===== config.mk =====
export PLATFORM = sky130hd
export DESIGN_NAME = focl_front
export DESIGN_NICKNAME = d
export VERILOG_FILES = /design/src/hdl/focl_pkg.sv /design/src/hdl/focl_front.sv
export SDC_FILE = /design/constraint.sdc
export NUM_CORES = 1
export LEC_CHECK = 0
export BUFFER_PORTS_ARGS = -buffer_cell sky130_fd_sc_hd__buf_2
export CAP_MARGIN = 20
export CORE_UTILIZATION = 59
export CTS_CLUSTER_SIZE = 12
export DETAILED_ROUTE_END_ITERATION = 16
export HOLD_SLACK_MARGIN = 0.05
export PLACE_DENSITY = 0.95
export SLEW_MARGIN = 20
export SYNTH_ARGS = -nofsm -noshare
export SYNTH_HDL_FRONTEND = slang
export SYNTH_SLANG_ARGS = --single-unit

===== constraint.sdc =====
create_clock -name clk -period 3.2 [get_ports clk]
set_clock_uncertainty 0.05 [all_clocks]
set_input_delay 0.48 -clock clk [delete_from_list [all_inputs] [get_ports clk]]
set_output_delay 0.48 -clock clk [all_outputs]
set_load 0.01 [all_outputs]

===== src/hdl/focl_pkg.sv =====
// Package for the FOC current loop: widths, register map, sine table.
// No dependencies.
`timescale 1ns / 1ps
`default_nettype none
package focl_pkg;
    localparam int SINE_TABLE_DEPTH = 1024;
    localparam int SAMPLE_BITS = 16;
    localparam int INV_SQRT3_Q15 = 18919;
    localparam int ADDR_W = 5;
    localparam logic [2:0] REG_POLE = 3'd0;
    localparam logic [2:0] REG_KPD = 3'd1;
    localparam logic [2:0] REG_KID = 3'd2;
    localparam logic [2:0] REG_KPQ = 3'd3;
    localparam logic [2:0] REG_KIQ = 3'd4;

    typedef struct packed {
        logic [15:0] phase_a_current;
        logic [15:0] phase_b_current;
        logic [15:0] mech_angle;
        logic [15:0] target_d;
        logic [15:0] target_q;
    } in_item_t;

    typedef struct packed {
        logic [15:0] elec_angle;
        logic [15:0] d_current;
        logic [15:0] q_current;
        logic [15:0] d_voltage;
        logic [15:0] q_voltage;
        logic [15:0] alpha_voltage;
        logic [15:0] beta_voltage;
    } out_item_t;

    typedef struct packed {
        logic [6:0]  pole_pairs;
        logic [15:0] kp_d;
        logic [15:0] ki_d;
        logic [15:0] kp_q;
        logic [15:0] ki_q;
    } cfg_t;

    // sine of a 16 bit phase in Q1.15, degree 9 odd polynomial per quarter
    function automatic logic signed [16:0] sin_q15(input logic [15:0] ph);
        logic [1:0]  q;
        logic [14:0] f;
        logic [63:0] x, x2, r;
        longint p;
        q = ph[15:14];
        f = {1'b0, ph[13:0]};
        if (q[0]) f = 15'h4000 - f;
        x = {33'd0, f, 16'd0};
        x2 = (x * x) >> 30;
        p = 172273;
        p = 5026995 - longint'((64'(p) * x2) >> 30);
        p = 85569306 - longint'((64'(p) * x2) >> 30);
        p = 693598668 - longint'((64'(p) * x2) >> 30);
        p = 1686629713 - longint'((64'(p) * x2) >> 30);
        r = (x * 64'(p)) >> 30;
        r = (r + 64'd16384) >> 15;
        if (r > 64'd32767) r = 64'd32767;
        sin_q15 = q[1] ? -$signed({1'b0, r[15:0]}) : $signed({1'b0, r[15:0]});
    endfunction

    function automatic logic signed [15:0] sat16(input logic signed [47:0] v);
        if (v > 48'sd32767) sat16 = 16'sh7fff;
        else if (v < -48'sd32768) sat16 = 16'sh8000;
        else sat16 = v[15:0];
    endfunction
endpackage
`default_nettype wire


===== src/hdl/focl_front.sv =====
// Front end: takes a transfer, samples currents, forms angle and Clarke terms.
// Depends on focl_pkg.
`timescale 1ns / 1ps
`default_nettype none
module focl_front #(
    parameter int SAMPLE_BITS = focl_pkg::SAMPLE_BITS
) (
    input  wire logic              clk,
    input  wire logic              rst_n,
    input  wire logic [6:0]        pole_pairs,
    input  wire logic              in_valid,
    output logic                   in_ready,
    input  wire focl_pkg::in_item_t in_data,
    output logic                   q_valid,
    input  wire logic              q_ready,
    output logic [95:0]            q_data
);
    localparam int DROP = (SAMPLE_BITS < 16) ? 16 - SAMPLE_BITS : 0;
    logic              full_reg;
    logic [95:0]       data_reg;
    logic signed [15:0] ia, ib;
    logic signed [17:0] s2;
    logic signed [33:0] bprod;
    logic signed [18:0] beta;
    logic [22:0]       ang;
    assign ia = $signed(in_data.phase_a_current & ~16'((1 << DROP) - 1));
    assign ib = $signed(in_data.phase_b_current & ~16'((1 << DROP) - 1));
    assign s2 = 18'(ia) + 18'(ib) * 18'sd2;
    assign bprod = 34'(s2) * 34'(focl_pkg::INV_SQRT3_Q15) + 34'sd16384;
    assign beta = bprod[33:15];
    assign ang = in_data.mech_angle * pole_pairs;
    assign in_ready = !full_reg || q_ready;
    assign q_valid = full_reg;
    assign q_data = data_reg;
    always_ff @(posedge clk or negedge rst_n)
    begin
        if (!rst_n)
            full_reg <= 1'b0;
        else if (in_ready)
            full_reg <= in_valid;
    end
    always_ff @(posedge clk)
    begin
        if (in_ready && in_valid)
            data_reg <= {1'b0, ang[15:0], ia, beta, in_data.target_d, in_data.target_q,
                         12'd0};
    end
endmodule
`default_nettype wire


==> metrics.csv, run 1 <==
metric;value;unit
GP Congestion;0.993;
First Err;[ERROR GRT-0232] Routing congestion too high. Check the congestion heatmap in the GUI.;
H-Tree Depth;3;
# rows;51;
top cells by count, synth;282 x inv_1, 173 x ha_1, 161 x fa_1;
FFs w/ async S/R, synth;1.19;%
Initial Util;60.7;%
Syn Std Cell Area;11900;um2
GRT Util Overall;76.3;%
Post-Synth Simple-Gate Area;9.56;%
Seq/Total Area, Yosys;21.2;%
Ports;189;
worst_ep kind;register data pin;
Synth Area in Compound Gates;7.26;%
I/O Buffers;175;
maximum clock path buffer count;2;
hpwl dp;31400;um
Adder-Cell Fraction of Synth Area;45.3;%
CTS Buf Count;9;
xor and xnor area share after synthesis;5.59;%
EDFF count, synth;83;
Mean Syn Cell Area;10.1;um2
Die X;144;um
Cells after Synth;1175;
Yosys reg bits;84;
last worst endpoint in the global-route repair_timing;q_data[62]$_DFFE_PP_/D;
gr ovfl total;115;
Fail Step;5_1_grt;
Unique masters post-synth;65;
ranking of synthesized cells by area;fa_1 27%, edfxtp_1 21%, ha_1 18%;
Synth Flop Type;edfxtp_1;
status;stopped before the end;
Die Y;144;um
Root Driver;clkbuf_16;
top-count cell post-synth;inv_1;
multiplexer share of the synthesized area;0.432;%
placed cell count;1838;
CTS sink cnt;84;
post-synth top area cell;fa_1;
Yosys Warn Count;0;
largest net degree at the start of global routing;44;
Yosys top cell area share;27.1;%
largest family of logic cells by synthesized area;adder cells;
[cells by family after synthesis]
kind of cell	after synthesis
adders and majority gates	334
buffers and inverters	314
and+or+nand+nor	233
AOI/OAI and AO/OA	129
DFF	84
xor gates and xnor gates	75
muxes	5
other	1
[metal layers]
layer  track usage (%)  overflow
met5              20.8         0
met4              83.4        46
met3              63.0         1
met2              93.1        66
met1              72.6         2
[stage by stage]
stage | instance area [um2] | TNS, ns | setup slack [ns] | hold slack, ns | util [%]
floorplan | 12500 | -69.60 | -3.60 | 0.134 | -
detailed placement | 15300 | -90.91 | -4.52 | 0.206 | 78.0
CTS | 16600 | -73.41 | -3.72 | 0.234 | 84.7
global placement | 15300 | -80.30 | -3.99 | 0.205 | 78.0
[repair_timing]
| action | 4_1_cts |
|---|---|
| hold endpoints to repair | 1 |
| hold buffers | 1 |
| buffers inserted | 36 |
| setup endpoints to repair | 30 |
| pin swaps | 88 |
| resized for setup | 171 |
==> inputs of run 2 (changes only) <==
CORE_UTILIZATION = 40   (was 59)
CTS_CLUSTER_SIZE = not set   (was 12)
HOLD_SLACK_MARGIN = not set   (was 0.05)
PLACE_DENSITY = not set   (was 0.95)
PLACE_DENSITY_LB_ADDON = 0.15   (was not set)
==> metrics.csv, run 2 <==
metric;value;unit;change
post-layout min period;6.86;ns;
Yosys reg bits;84;;unchanged
Tcrit/Tclk final;214;%;
R2R cell count;3;;
endpoints failing hold;0;;
CP arrival;6.93;ns;
max reg flops;83;;
Final #Nets;2030;;
ranking of synthesized cells by area;fa_1 27%, edfxtp_1 21%, ha_1 18%;;unchanged
number of global-route vias before repair;9601;;
CTS sink cnt;84;;unchanged
Worst Hold Path Cells;1;;
post-synth top area cell;fa_1;;unchanged
I/O Buffers;175;;unchanged
Die Y;174;um;was 144 um
Cells after Synth;1175;;unchanged
CP startpoint kind;primary input;;
EDFF count, synth;83;;unchanged
Ports;189;;unchanged
H-Tree Depth;3;;unchanged
top sig layer;met4;;
worst-margin pin slew;0.533;ns;
Die ar.;30400;um2;
area of the core;28900;um2;
area growth from synthesis to layout;38.1;%;
failing checks;negative setup slack;;
post-layout instance area;16400;um2;
Yosys top cell area share;27.1;%;unchanged
Die X;174;um;was 144 um
DR iter-0 viols;313;;
Max Slew Vio Count;0;;
CTS Buf Count;9;;unchanged
hpwl dp;24200;um;was 31,400 um
Seq/Total Area, Yosys;21.2;%;unchanged
Critical Path Sink;q_data[62];;
worst setup slack after layout;-3.66;ns;
gr ovfl total;0;;
FF-to-FF Start;q_valid;;
GP Congestion;0.873;;was 0.993
GRT Util Overall;19.4;%;
Root Driver;clkbuf_16;;unchanged
wire per inst;14.3;um;
Synth Flop Type;edfxtp_1;;unchanged
worst path required time;3.27;ns;
CTS tree;done;;
critical path endpoint category;flop;;
Max FO, Critical Path;4;;
Met3 Routed Length;1060;um;
Vias/cell;4.62;;
most frequent cells in the layout;266 x inv_1, 251 x buf_4, 164 x buf_2, 152 x fa_1, 141 x ha_1;;
# rows;62;;was 51
Initial Util;41.1;%;was 60.7%
Max-Cap Viols;0;;
status;finished, violations left;;was stopped before the end
unrepaired setup endpoints after global routing;true;;
Worst Hold Class;primary input to flop;;
largest net degree at the start of global routing;57;;
Mean Syn Cell Area;10.1;um2;unchanged
maximum clock path buffer count;2;;unchanged
final wirelength;28400;um;
top cells by count, synth;282 x inv_1, 173 x ha_1, 161 x fa_1;;unchanged
R2R Path End;q_data[76];;
worst relative slew slack;64.2;%;
clock-pin slew of the registers on the worst-case setup and hold paths;0.09;ns;
clk_lat worst skew;0.35;ns;
DRC;0;;
Min-Delay Startpoint;in_data[4];;
worst reg-to-reg setup slack;1.53;ns;
top-count cell post-synth;inv_1;;unchanged
antenna-violating nets left;0;;
layout cells sized above 1;37.8;%;
first-pass GRT wire length;46600;um;
most common cell after layout, fill and taps aside;inv_1;;
Met2 Wirelength;13500;um;
initial antenna violation count;0;;
FFs w/ async S/R, synth;1.19;%;unchanged
dpl cell area;15400;um2;was 15,300 um2
FMAX;0.146;GHz;
worst setup path start;in_data[65];;
Metal-1 WL;13500;um;
Unique masters post-synth;65;;unchanged
Syn Std Cell Area;11900;um2;unchanged
Setup Viol. Count Final;29;;
final core area utilization;56.7;%;
Yosys Warn Count;0;;unchanged
Vias;9208;;
Final TNS setup;-71.01;ns;
worst setup path class;primary input to flop;;
drt pass-1 iters;4;;
Antenna diodes;0;;
==> run 2: cells by family after synthesis <==
group,count (synthesis),synth area share [%]
and+or+nand+nor,233,9.56
buffers and inverters,314,10.6
muxes,5,0.432
DFF,84,21.2
adders and majority gates,334,45.3
AOI/OAI and AO/OA,129,7.26
other,1,0.0315
xor gates and xnor gates,75,5.59
==> run 2: worst min-delay path by stage <==
stage | slack, ns | endpoint
2_1_floorplan | 0.13 | q_valid
3_3_place_gp | 0.20 | q_valid
3_5_place_dp | 0.21 | q_valid
4_1_cts | 0.24 | q_data[40]
5_1_grt | 0.22 | q_data[28]
6_report | 0.25 | q_data[16]
==> run 2: layout make-up <==
| class | instances | area (um2) |
|---|---|---|
| clock inverter | 7 | 76.3 |
| clock buffer | 9 | 225 |
| timing repair buffer | 437 | 2970 |
| multi-input combinational | 789 | 9070 |
| sequential | 84 | 2520 |
| inverter | 284 | 1070 |
| tap | 384 | 480 |
| fill | 2596 | 12500 |
==> run 2: what timing repair did <==
| item | in CTS | in global routing |
|---|---|---|
| resized for setup | 48 | 66 |
| hold endpoints to repair | 1 | 0 |
| setup buffers | 14 | 12 |
| hold buffers | 1 | 0 |
| pin swaps | 56 | 75 |
| setup endpoints to repair | 29 | 30 |
==> run 2: worst max-delay path, cell delays in order <==
cell      delay, ns
buf_6          0.10
ha_4           0.16
fa_2           0.37
a21oi_4        0.20
o21ai_4        0.08
o22ai_4        0.15
buf_12         0.15
buf_6          0.11
xnor2_2        0.17
fa_1           0.51
fa_1           0.54
fa_1           0.45
fa_2           0.58
fa_1           0.42
fa_1           0.45
ha_1           0.22
a21o_1         0.21
a21oi_4        0.19
nor3_2         0.07
o311ai_2       0.31
nand4b_1       0.16
buf_6          0.16
and3_4         0.16
nor3_4         0.22
o21bai_2       0.12
a21oi_2        0.14
xnor2_1        0.08
==> run 2: routing by layer <==
metal / GRT usage, % / up-vias
li1: - / 4558
met1: 26.8 / 4437
met2: 32.5 / 197
met3: 2.41 / 16
met4: 3.73 / 0
met5: 0 / -
==> run 2: through the flow <==
step	instances	setup WS [ns]	hold WS, ns
after CTS	1986	-3.71	0.236
after global placement	1959	-4.28	0.205
after global routing	1994	-3.93	0.224
final	1994	-3.66	0.250
after floorplan	1187	-3.60	0.134
after detailed placement	1959	-4.34	0.206
Power of run 2 is not shown: default switching activity piles up to over one toggle a cycle in this logic, so the estimate is an artifact.
==> inputs of run 3 (changes only) <==
CORE_UTILIZATION = 45   (was 40)
==> metrics.csv, run 3 (synthesis gave the netlist of run 2 again) <==
metric;value;unit;change
Ports;189;;unchanged
worst setup path class;primary input to flop;;unchanged
number of global-route vias before repair;9643;;was 9,601
area of the core;26000;um2;was 28,900 um2
CP startpoint kind;primary input;;unchanged
largest net degree at the start of global routing;45;;was 57
Max Slew Vio Count;0;;unchanged
Final #Nets;2035;;was 2,030
worst relative slew slack;59.8;%;was 64.2%
unrepaired setup endpoints after global routing;true;;unchanged
Die ar.;27100;um2;was 30,400 um2
critical path endpoint category;flop;;unchanged
GP Congestion;0.894;;was 0.873
CP peak stage delay;0.53;ns;was 0.58 ns
FF-to-FF Start;q_valid;;unchanged
CTS tree;done;;unchanged
R2R cell count;3;;unchanged
clock-pin slew of the registers on the worst-case setup and hold paths;0.08;ns;was 0.09 ns
Min-Delay Startpoint;in_data[13];;was in_data[4]
Worst Hold Path EP;q_data[25];;was q_data[16]
GRT Util Overall;21.9;%;was 19.4%
Vias;9269;;was 9,208
Die Y;165;um;was 174 um
DR iter-0 viols;326;;was 313
FMAX;0.140;GHz;was 0.146 GHz
H-Tree Depth;3;;unchanged
hpwl dp;23700;um;was 24,200 um
Setup Viol. Count Final;29;;unchanged
worst reg-to-reg setup slack;1.37;ns;was 1.53 ns
Worst Hold Path Cells;1;;unchanged
Die X;165;um;was 174 um
post-layout min period;7.12;ns;was 6.86 ns
CTS Buf Count;9;;unchanged
slowest CP cell;fa_1;;was fa_2
pre-CTS setup slack;-4.39;ns;was -4.34 ns
most frequent cells in the layout;261 x inv_1, 252 x buf_4, 169 x buf_2, 152 x fa_1, 142 x ha_1;;was 266 x inv_1, 251 x buf_4, 164 x buf_2, 152 x fa_1, 141 x ha_1
Max FO, Critical Path;3;;was 4
CP arrival;7.17;ns;was 6.93 ns
clk_lat worst skew;0.34;ns;was 0.35 ns
failing checks;negative setup slack;;unchanged
first-pass GRT wire length;46500;um;was 46,600 um
worst-margin pin slew;0.603;ns;was 0.533 ns
Tcrit/Tclk final;223;%;was 214%
Max-Cap Viols;0;;unchanged
DRC;0;;unchanged
maximum clock path buffer count;2;;unchanged
Root Driver;clkbuf_16;;unchanged
I/O Buffers;175;;unchanged
worst setup slack after layout;-3.92;ns;was -3.66 ns
CTS sink cnt;84;;unchanged
endpoints failing hold;0;;unchanged
Worst Hold Class;primary input to flop;;unchanged
initial antenna violation count;0;;unchanged
most common cell after layout, fill and taps aside;inv_1;;unchanged
Vias/cell;4.75;;was 4.62
max reg flops;83;;unchanged
# rows;59;;was 62
antenna-violating nets left;0;;unchanged
drt pass-1 iters;4;;unchanged
gr ovfl total;0;;unchanged
Antenna diodes;0;;unchanged
layout cells sized above 1;37.8;%;about the same
final wirelength;28700;um;was 28,400 um
worst path required time;3.25;ns;was 3.27 ns
Initial Util;45.7;%;was 41.1%
wire per inst;14.7;um;was 14.3 um
status;finished, violations left;;unchanged
area growth from synthesis to layout;38.0;%;was 38.1%
FILL cells;2196;;was 2,596
R2R Path End;q_data[26];;was q_data[76]
## run 3: cell count changes in the layout (fill, tap and decap cells not counted), sizes merged
| cell | change |
|---|---|
| clkbuf | -1 |
| buf | +6 |
| bufinv | +1 |
| clkinv | -1 |
## run 3: worst max-delay path, delay by kind of cell
family	cells	cell delay, ns
AOI/OAI and AO/OA	9	1.65
buffers and inverters	8	0.76
and+or+nand+nor	3	0.60
xor gates and xnor gates	2	0.42
adders and majority gates	9	3.26
## run 3: final cells by class
type	count	area [um2]	area share, %
clock buffer	9	225	1.37
clock inverter	7	85.1	0.519
inverter	284	1070	6.55
multi-input combinational	789	9100	55.5
sequential	84	2520	15.3
tap	335	419	2.56
timing repair buffer	442	2980	18.2
## run 3: repair_timing
action,in CTS,in global routing
setup buffers,19,17
hold endpoints to repair,1,0
pin swaps,53,56
setup endpoints to repair,29,29
cloned,0,0
gates resized for setup,63,48
hold buffers,1,0
## run 3: through the flow
| stage | util (%) | cell area, um2 | TNS, ns | instances | hold WS [ns] |
|---|---|---|---|---|---|
| 3_3_place_gp | 58.9 | 15300 | -86.59 | 1901 | 0.205 |
| 2_1_floorplan | - | 12500 | -69.60 | 1187 | 0.134 |
| 5_1_grt | 63.1 | 16400 | -79.22 | 1950 | 0.239 |
| 3_5_place_dp | 58.9 | 15300 | -88.54 | 1901 | 0.205 |
| 4_1_cts | 61.8 | 16100 | -71.48 | 1936 | 0.244 |
| 6_report | 63.1 | 16400 | -73.67 | 1950 | 0.259 |
## run 3: worst max-delay path by stage
| stage | startpoint | to | slack (ns) |
|---|---|---|---|
| detailed placement | in_data[49] | q_data[62] | -4.39 |
| CTS | in_data[65] | q_data[61] | -3.72 |
| finish | in_data[65] | q_data[61] | -3.92 |
| floorplan | in_data[48] | q_data[53] | -3.60 |
| global route | in_data[65] | q_data[61] | -4.14 |
| global placement | in_data[49] | q_data[62] | -4.31 |
## run 3: routing by layer
metal | wire [um] | track usage, %
met1 | 13200 | 29.6
met2 | 13700 | 37.0
met3 | 1450 | 4.17
met4 | 332 | 3.42
met5 | 0 | 0
Power of run 3 is left out for the same reason.
